[src/rtl/u8s_pkg.sv]
// Shared types, constants and byte classifiers for the UTF-8 stream sanitizer.
// Depends on nothing; imported by every design module of the block but the checker.
package u8s_pkg;

  localparam int unsigned QUEUE_DEPTH = 4;

  localparam logic [7:0] REPL_B0 = 8'hEF;
  localparam logic [7:0] REPL_B1 = 8'hBF;
  localparam logic [7:0] REPL_B2 = 8'hBD;

  typedef struct packed {
    logic       repl;
    logic       last;
    logic [7:0] data;
  } u8s_tok_t;

  typedef struct packed {
    logic     valid;
    u8s_tok_t tok;
  } u8s_push_t;

  function automatic logic is_cont(input logic [7:0] b);
    is_cont = (b & 8'hC0) == 8'h80;
  endfunction

  function automatic logic [2:0] lead_len(input logic [7:0] b);
    if (b <= 8'h7F) begin
      lead_len = 3'd1;
    end else if (b >= 8'hC2 && b <= 8'hDF) begin
      lead_len = 3'd2;
    end else if (b >= 8'hE0 && b <= 8'hEF) begin
      lead_len = 3'd3;
    end else if (b >= 8'hF0 && b <= 8'hF4) begin
      lead_len = 3'd4;
    end else begin
      lead_len = 3'd0;
    end
  endfunction

  function automatic logic seq_ok(input logic [7:0] b0, input logic [7:0] b1,
                                  input logic [7:0] b2, input logic [7:0] b3,
                                  input logic [2:0] len);
    logic ok;
    ok = 1'b1;
    if (len >= 3'd2 && !is_cont(b1)) ok = 1'b0;
    if (len >= 3'd3 && !is_cont(b2)) ok = 1'b0;
    if (len == 3'd4 && !is_cont(b3)) ok = 1'b0;
    if (len == 3'd3) begin
      if (b0 == 8'hE0 && b1 < 8'hA0) ok = 1'b0;
      if (b0 == 8'hED && b1 >= 8'hA0) ok = 1'b0;
    end
    if (len == 3'd4) begin
      if (b0 == 8'hF0 && b1 < 8'h90) ok = 1'b0;
      if (b0 == 8'hF4 && b1 > 8'h8F) ok = 1'b0;
    end
    seq_ok = ok;
  endfunction

endpackage

[src/rtl/u8s_front.sv]
// Front end: accepts input bytes, holds the unfinished sequence and scans it,
// emitting one token (byte or replacement) per cycle while the queue is ready. Depends on u8s_pkg.
module u8s_front (
  input  logic               clk,
  input  logic               rst_n,
  input  logic               in_tvalid,
  output logic               in_tready,
  input  logic [7:0]         in_tdata,
  input  logic               in_tlast,
  input  logic               q_ready,
  output u8s_pkg::u8s_push_t push
);
  import u8s_pkg::*;

  typedef enum logic [1:0] {
    ST_IDLE = 2'b01,
    ST_SCAN = 2'b10
  } st_t;

  st_t        st_r, st_nxt;
  logic [7:0] buf_r [4];
  logic [2:0] cnt_r, cnt_nxt;
  logic [1:0] rem_r, rem_nxt;
  logic       eos_r, eos_nxt;
  logic       pend_vld_r, pend_vld_nxt;
  u8s_tok_t   pend_r, pend_nxt;
  logic       acc, shift;
  logic [2:0] len;
  logic       ok;

  assign acc       = in_tvalid && in_tready;
  assign in_tready = (st_r == ST_IDLE);
  assign len       = lead_len(buf_r[0]);
  assign ok        = seq_ok(buf_r[0], buf_r[1], buf_r[2], buf_r[3], len);

  always_comb begin
    st_nxt       = st_r;
    cnt_nxt      = cnt_r;
    rem_nxt      = rem_r;
    eos_nxt      = eos_r;
    pend_vld_nxt = pend_vld_r;
    pend_nxt     = pend_r;
    shift        = 1'b0;
    push.valid   = 1'b0;
    push.tok     = pend_r;
    push.tok.last = 1'b0;
    unique case (st_r)
      ST_IDLE: begin
        if (acc) begin
          cnt_nxt = cnt_r + 3'd1;
          eos_nxt = in_tlast;
          rem_nxt = 2'd0;
          st_nxt  = ST_SCAN;
        end
      end
      ST_SCAN: begin
        if (q_ready) begin
          if (rem_r != 2'd0 || (cnt_r != 3'd0 && len != 3'd0 && len <= cnt_r)) begin
            // emit a byte of a good sequence, start one, or replace a bad lead
            push.valid   = pend_vld_r;
            pend_vld_nxt = 1'b1;
            pend_nxt     = '{repl: 1'b0, last: 1'b0, data: buf_r[0]};
            shift        = 1'b1;
            cnt_nxt      = cnt_r - 3'd1;
            if (rem_r != 2'd0) begin
              rem_nxt = rem_r - 2'd1;
            end else if (!ok) begin
              pend_nxt.repl = 1'b1;
            end else begin
              rem_nxt = 2'(len - 3'd1);
            end
          end else if (cnt_r != 3'd0 && len == 3'd0) begin
            // bad lead: replace and drop
            push.valid   = pend_vld_r;
            pend_vld_nxt = 1'b1;
            pend_nxt     = '{repl: 1'b1, last: 1'b0, data: buf_r[0]};
            shift        = 1'b1;
            cnt_nxt      = cnt_r - 3'd1;
          end else begin
            // end of scan: flush pending token as last of run
            push.valid    = pend_vld_r;
            push.tok.last = 1'b1;
            pend_vld_nxt  = 1'b0;
            if (eos_r) cnt_nxt = 3'd0;
            st_nxt = ST_IDLE;
          end
        end
      end
      default: st_nxt = ST_IDLE;
    endcase
  end

  always_ff @(posedge clk) begin
    if (!rst_n) begin
      st_r       <= ST_IDLE;
      cnt_r      <= 3'd0;
      rem_r      <= 2'd0;
      eos_r      <= 1'b0;
      pend_vld_r <= 1'b0;
    end else begin
      st_r       <= st_nxt;
      cnt_r      <= cnt_nxt;
      rem_r      <= rem_nxt;
      eos_r      <= eos_nxt;
      pend_vld_r <= pend_vld_nxt;
    end
  end

  always_ff @(posedge clk) begin
    pend_r <= pend_nxt;
    if (acc) begin
      buf_r[cnt_r[1:0]] <= in_tdata;
    end else if (shift) begin
      buf_r[0] <= buf_r[1];
      buf_r[1] <= buf_r[2];
      buf_r[2] <= buf_r[3];
    end
  end

endmodule

[src/rtl/u8s_queue.sv]
// Token queue between the front scanner and the back end output stage.
// Depends on u8s_pkg.
module u8s_queue #(
  parameter int unsigned DEPTH = u8s_pkg::QUEUE_DEPTH
) (
  input  logic               clk,
  input  logic               rst_n,
  input  u8s_pkg::u8s_push_t push,
  output logic               q_ready,
  output logic               q_valid,
  output u8s_pkg::u8s_tok_t  q_tok,
  input  logic               pop
);
  import u8s_pkg::*;

  localparam int unsigned PTR_W = (DEPTH > 1) ? $clog2(DEPTH) : 1;
  localparam int unsigned CNT_W = $clog2(DEPTH + 1);

  u8s_tok_t           mem_r [DEPTH];
  logic [PTR_W-1:0]   wr_ptr_r, rd_ptr_r;
  logic [CNT_W-1:0]   cnt_r;
  logic               wr, rd;

  assign q_ready = (cnt_r != CNT_W'(DEPTH));
  assign q_valid = (cnt_r != '0);
  assign q_tok   = mem_r[rd_ptr_r];
  assign wr      = push.valid && q_ready;
  assign rd      = pop && q_valid;

  always_ff @(posedge clk) begin
    if (!rst_n) begin
      wr_ptr_r <= '0;
      rd_ptr_r <= '0;
      cnt_r    <= '0;
    end else begin
      if (wr) begin
        wr_ptr_r <= (wr_ptr_r == PTR_W'(DEPTH - 1)) ? '0 : wr_ptr_r + 1'b1;
      end
      if (rd) begin
        rd_ptr_r <= (rd_ptr_r == PTR_W'(DEPTH - 1)) ? '0 : rd_ptr_r + 1'b1;
      end
      if (wr && !rd) begin
        cnt_r <= cnt_r + 1'b1;
      end else if (rd && !wr) begin
        cnt_r <= cnt_r - 1'b1;
      end
    end
  end

  always_ff @(posedge clk) begin
    if (wr) mem_r[wr_ptr_r] <= push.tok;
  end

endmodule

[src/rtl/u8s_back.sv]
// Back end: pops tokens, expands replacements to EF BF BD and drives the
// registered output stream. Depends on u8s_pkg.
module u8s_back (
  input  logic              clk,
  input  logic              rst_n,
  input  logic              q_valid,
  input  u8s_pkg::u8s_tok_t q_tok,
  output logic              pop,
  output logic              out_tvalid,
  input  logic              out_tready,
  output logic [7:0]        out_tdata,
  output logic              out_tlast
);
  import u8s_pkg::*;

  typedef enum logic [2:0] {
    PH_HEAD = 3'b001,
    PH_MID  = 3'b010,
    PH_TAIL = 3'b100
  } ph_t;

  ph_t        phase_r, phase_nxt;
  logic       cur_last_r, cur_last_nxt;
  logic       vld_r, vld_nxt;
  logic [7:0] data_r, data_nxt;
  logic       last_r, last_nxt;
  logic       out_free;

  assign out_free   = !vld_r || out_tready;
  assign out_tvalid = vld_r;
  assign out_tdata  = data_r;
  assign out_tlast  = last_r;

  always_comb begin
    phase_nxt    = phase_r;
    cur_last_nxt = cur_last_r;
    vld_nxt      = vld_r;
    data_nxt     = data_r;
    last_nxt     = last_r;
    pop          = 1'b0;
    if (out_free) begin
      unique case (phase_r)
        PH_MID: begin
          vld_nxt   = 1'b1;
          data_nxt  = REPL_B1;
          last_nxt  = 1'b0;
          phase_nxt = PH_TAIL;
        end
        PH_TAIL: begin
          vld_nxt   = 1'b1;
          data_nxt  = REPL_B2;
          last_nxt  = cur_last_r;
          phase_nxt = PH_HEAD;
        end
        default: begin
          if (q_valid) begin
            pop     = 1'b1;
            vld_nxt = 1'b1;
            if (q_tok.repl) begin
              data_nxt     = REPL_B0;
              last_nxt     = 1'b0;
              cur_last_nxt = q_tok.last;
              phase_nxt    = PH_MID;
            end else begin
              data_nxt = q_tok.data;
              last_nxt = q_tok.last;
            end
          end else begin
            vld_nxt = 1'b0;
          end
        end
      endcase
    end
  end

  always_ff @(posedge clk) begin
    if (!rst_n) begin
      phase_r <= PH_HEAD;
      vld_r   <= 1'b0;
    end else begin
      phase_r <= phase_nxt;
      vld_r   <= vld_nxt;
    end
  end

  always_ff @(posedge clk) begin
    cur_last_r <= cur_last_nxt;
    data_r     <= data_nxt;
    last_r     <= last_nxt;
  end

endmodule

[src/rtl/utf8_stream_sanitizer_core.sv]
// Channel | dir | tdata               | tlast
// in_     | in  | [7:0] data_byte     | end_of_stream
// out_    | out | [7:0] out_byte      | last_in_run
// An input byte is taken only while the front end is idle; the front scanner then emits
// one token (passed byte or replacement) per byte it resolves, stalling on a full queue,
// and no further input byte is taken until it has closed the scan.
// A replacement token leaves the back end as three output beats.
// A full token queue stalls the scanner; a stalled output stalls the back end and so fills the queue.
// Reset clears held count, queue and output valid; held bytes need no clearing.
// Top level of the UTF-8 stream sanitizer. Depends on u8s_pkg, u8s_front,
// u8s_queue and u8s_back.
module utf8_stream_sanitizer_core #(
  parameter int unsigned QUEUE_DEPTH = u8s_pkg::QUEUE_DEPTH
) (
  input  logic       clk,
  input  logic       rst_n,
  input  logic       in_tvalid,
  output logic       in_tready,
  input  logic [7:0] in_tdata,    // [7:0] data_byte
  input  logic       in_tlast,
  output logic       out_tvalid,
  input  logic       out_tready,
  output logic [7:0] out_tdata,   // [7:0] out_byte
  output logic       out_tlast
);
  import u8s_pkg::*;

  u8s_push_t push;
  u8s_tok_t  q_tok;
  logic      q_ready, q_valid, pop;

  u8s_front u_front (
    .clk       (clk),
    .rst_n     (rst_n),
    .in_tvalid (in_tvalid),
    .in_tready (in_tready),
    .in_tdata  (in_tdata),
    .in_tlast  (in_tlast),
    .q_ready   (q_ready),
    .push      (push)
  );

  u8s_queue #(
    .DEPTH (QUEUE_DEPTH)
  ) u_queue (
    .clk     (clk),
    .rst_n   (rst_n),
    .push    (push),
    .q_ready (q_ready),
    .q_valid (q_valid),
    .q_tok   (q_tok),
    .pop     (pop)
  );

  u8s_back u_back (
    .clk        (clk),
    .rst_n      (rst_n),
    .q_valid    (q_valid),
    .q_tok      (q_tok),
    .pop        (pop),
    .out_tvalid (out_tvalid),
    .out_tready (out_tready),
    .out_tdata  (out_tdata),
    .out_tlast  (out_tlast)
  );

endmodule

[config.mk]
export PLATFORM = sky130hd
export DESIGN_NAME = utf8_stream_sanitizer_core
export DESIGN_NICKNAME = d
export VERILOG_FILES = /design/src/rtl/u8s_pkg.sv /design/src/rtl/u8s_front.sv /design/src/rtl/u8s_queue.sv /design/src/rtl/u8s_back.sv /design/src/rtl/utf8_stream_sanitizer_core.sv
export SDC_FILE = /design/constraint.sdc
export NUM_CORES = 1
export LEC_CHECK = 0
export BUFFER_PORTS_ARGS = -buffer_cell sky130_fd_sc_hd__buf_2
export CORE_UTILIZATION = 50
export DETAILED_ROUTE_END_ITERATION = 16
export PLACE_DENSITY = 0.71
export SLEW_MARGIN = 15
export SYNTH_ARGS = -nofsm -noshare
export SYNTH_HDL_FRONTEND = slang
export SYNTH_HIERARCHICAL = 1
export SYNTH_SLANG_ARGS = --single-unit
[constraint.sdc]
create_clock -name clk -period 3.9 [get_ports clk]
set_input_delay 0.78 -clock clk [delete_from_list [all_inputs] [get_ports clk]]
set_output_delay 0.78 -clock clk [all_outputs]
set_load 0.005 [all_outputs]
# Yosys cells after proc, flatten, opt, wreduce, memory -nomap -nowiden
# Memories as Yosys holds them, arrays and structs flattened. A register that Yosys moved wholly into a read port is not among the register bits.
# Index checks and enable logic that the tools add are counted.
# classes
muxes	73
reduce_logical	47
bitwise	1
n_lt_le_gt_ge	14
eq_ne	23
n_addsub	8
# ops
op	count
two-way mux 3 bit	13
two-way mux 1 bit	35
== test 8 bit, second input constant	4
>= comparator 8 bit, second input constant	4
two-way mux 2 bit	14
less-or-equal comparator 8 bit, second input constant	3
two-way mux 8 bit	3
two-way mux 10 bit	2
logical AND 1 bit	18
< comparator 8 bit, second input constant	2
case mux 8 bit (2 select lines)	1
nonzero test 3 bit	5
== test 2 bit, second input constant	6
case mux 3 bit (2 select lines)	2
AND reduction 4 bit	3
> comparator 8 bit, second input constant	1
less-or-equal comparator 8 x 7 -> 1 bit, second input constant	1
case mux 2 bit (2 select lines)	2
nonzero test 2 bit	4
OR reduction 8 bit	1
adder 3 x 1 -> 3 bit, second input constant	2
== test 3 x 2 -> 1 bit, second input constant	2
== test 3 bit, second input constant	2
>= comparator 3 x 2 -> 1 bit, second input constant	2
19 further kinds	34
# totals
elab_cells	183
ramBits	72
n_memories	2
output_inout_bits	11
register_bits	39
# mem_list
name	depth	width	rd	rd_clocked_by_memory_dff	write_ports	line	source
u_queue.mem_r	4	10	1	1	1	u8s_queue.sv:19	u8s_tok_t mem_r [DEPTH];
u_front.buf_r	4	8	4	0	3	u8s_front.sv:21	logic [7:0] buf_r [4];

# Longest topological paths before layout
# An unclocked memory read counts as a cell.
# logic_depth
ltp_word	23
depth_mapped	11

# Modules after synthesis
# The synthesis kept the hierarchy.
# by_module_without_submodules
mod	area_each_um2	cells_each	instances	seq_area_each_um2
u8s_front	2544.9	206	1	1411.4
u8s_queue	1920.6	103	1	1381.3
u8s_back	629.4	54	1	380.4

# Worst setup path after synthesis
# No wires, ideal clock.
# synth_timing
path_kind	register to register
startpoint	memory u_front.buf_r[0][1]
endpoint	register u_front.pend_r, in the netlist u_front/push[0] (enable)
slack_ps	980
arrival_ps	2542
n_path_buf	0
stages_incl_launch_ff	10
cell_sequence	edfxtp_1 o21ai_0 nor4b_1 ha_1 nor3b_1 o21ai_0 o21ai_2 o21ai_4 nand2_1 a21oi_1
# synth_rtl
element	line	source
from (decl)	u8s_front.sv:21	
to (signal assigned)	u8s_front.sv:110	pend_r <= pend_nxt;
to (decl)	u8s_front.sv:26	u8s_tok_t pend_r, pend_nxt;

==> run metrics <==
FP Rows=36; multiplexer share of the synthesized area=0.103; Setup TNS Final=0 ps; Worst Path Required=just over 4000 ps; Die Y=between 100 and 150 um; Diodes inserted=0; endpoint class of the critical path=register; clock-pin slew on the worst setup and hold paths=~60 ps; wire per inst=16.7 um; post-route non-filler standard cell count=542; largest net degree at the start of global routing=28; Async SR Flop Fraction=0; Post-synth EDFFs=just over 90; Num CTS Buffers=17; First-pass DRT Iterations=5; DRC Markers=0; share of layout cells above drive strength 1=0.254; synth cell count leaders=91 x edfxtp_1, 22 x dfxtp_1, 22 x mux2_2; core area=approximately 0.0098 mm^2; critical path arrival=3630 ps; Simple-Gate Fraction of Synth Area=0.115; clock insertion delay at the later pin of the skew report=between 500 and 600 ps; Initial DRC Count=around 220; area share of the largest cell type after synthesis=0.536; Fmax achieved=288 MHz; CTS tree=built; H-tree level count=4; Post-synth top flop=edfxtp_1; Slew @ Worst Pin=~800 ps; port bufs=23; Max Cap Viol=0; largest area contributor in the netlist=edfxtp_1; Synth Cell Area=roughly 0.0051 mm^2; post-synthesis cell count=363; main combinational cell family by area after synthesis=simple AND/OR/NAND/NOR gates; sequential area share after synthesis=0.623; via count=3054; first-pass GRT wire length=roughly 14 mm; LEAKAGE=approximately 2.2 nW; PD cells=606 mW/mm^2; Final ANT Viol Nets=0; total I/O pin count=24; via count of the first global-routing pass=around 3k; routability cong.=between 0.8 and 0.9; Nets=425; Worst Skew=11.8 ps; status=finished, final reports clean; Die ar.=approximately 0.011 mm^2; synthesis-stage register bit count=113; overall routed net length=9.06 mm; Crit Path Max Fanout=27; final hold slack=approximately 470 ps; Total Routing Usage GR=0.188; Syn-to-layout area delta=15.8%; Post-Syn Nets=about 390; Hold Violations, Final=0; post-synth cell types=between 60 and 70; Synth area leaders=edfxtp_1 54%, dfxtp_1 8.6%, mux2_2 4.9%; peak supply drop=about 320 uV; Slew headroom=0.471; xor and xnor fraction of the mapped netlist area=0.00688; synth warn=6; Hold-fix buffers, CTS=0; drt via density=about 5.6; Inst Count DP=just over 500; WS Path Type=reg2reg; PostCTS Resize Cnt=0; Post-CTS Repair Setup Buffers=0; RSZ-0062 raised after global routing=no; period utilization=0.891; Final Setup Violations=0; chip width=103 um; clk root buf=clkbuf_8; GRT overflow=0; CTS Buffer Depth=2; Final Max Tran Viols=0; final period demand of the worst path=between 3000 and 4000 ps; count leader, synth=edfxtp_1; initial antenna violation count=0; hold crit path type=reg2reg; clk sinks=approximately 110; Synth Area in Compound Gates=0.0860; HPWL after DPL=~6.1 mm; Post-Synth Adder-Cell Area=0.0408; CP Launch Type=register; Mean Syn Cell Area=~14 um^2; Initial Utilization=0.519
[logic make-up (layout without fill, tap and decap cells)]
family	Yosys count	after routing
and+or+nand+nor	104	104
AOI/OAI and AO/OA	61	61
xor gates and xnor gates	4	4
DFF	113	113
buffers and inverters	28	74
muxes	37	37
adders and majority gates	16	16
[stage by stage]
| stage | power (mW) | setup slack (ps) | util | area (um^2) |
|---|---|---|---|---|
| 2_1_floorplan | 1.97 | 980 | - | 5090 |
| 3_3_place_gp | 2.10 | 648 | 0.542 | 5330 |
| 3_5_place_dp | 2.12 | 425 | 0.542 | 5330 |
| 4_1_cts | 3.59 | 380 | 0.601 | 5900 |
| 5_1_grt | 3.72 | 99.1 | 0.601 | 5900 |
| 6_report | 3.57 | 427 | 0.601 | 5900 |
[layer usage]
metal / wire (um) / global-route usage
met5: 0 / 0
met4: 159 / 0.0953
met3: 383 / 0.0556
met2: 4530 / 0.312
met1: 3990 / 0.222
[worst max-delay path, stage by stage, from the launching register on]
cell      delay [ps]
edfxtp_1         440
nand2_1          150
nor4b_1          670
ha_1             380
nand2_1           70
o21ai_0           90
o21ai_2          110
o21ai_4          120
a21oi_4          650
nand2_1          430
[power by group]
group | internal [mW] | switching, mW
Combinational | 0.239 | 0.377
Sequential | 1.42 | 0.0721
Clock | 0.876 | 0.586
[sequential cells by signal, summed over array words and instances, names as in the netlist, 2 cells and up, named ones only]
register and cells:
u_back/phase_r 3, u_queue/mem_r 40, u_queue/rd_ptr_r 2, u_back/out_tdata 8, u_front/rem_r 2, u_queue/wr_ptr_r 2, u_front/push 9, u_front/buf_r 32
u_front/cnt_r 3, u_queue/cnt_r 3, u_front/st_r 2
[cells in the final DEF, fill, tap and decap left out, drive strengths merged, types with 7 or more instances in the layout]
cell type / n
edfxtp: 91
or3: 7
nor2: 13
inv: 26
a21oi: 10
buf: 25
o21ai: 18
mux4: 10
dfxtp: 22
clkbuf: 19
nand2: 21
mux2: 24
ha: 15
and3: 11
nor2b: 8
nand3: 11
[path summary, 6_finish.rpt]
path / from / to / depth (start not counted) / slack (ps)
worst max-delay path: u_front/buf_r[0][7] / u_front/buf_r[2][6] / 9 / 430
worst min-delay path: u_front/eos_r / u_front/eos_r / 2 / 470
worst max register to register: u_front/buf_r[0][7] / u_front/buf_r[2][6] / 9 / 430
worst min register to register: u_front/eos_r / u_front/eos_r / 2 / 470
[area by class of cell]
type | instances | area, um^2
Tap cell | 133 | 166
Clock buffer | 19 | 464
Timing Repair Buffer | 25 | 130
Fill cell | 768 | 3920
Clock inverter | 13 | 109
Inverter | 17 | 63.8
Multi-Input combinational cell | 222 | 1790
Sequential cell | 113 | 3170
No activity file was read; power rests on OpenSTA's default activity.
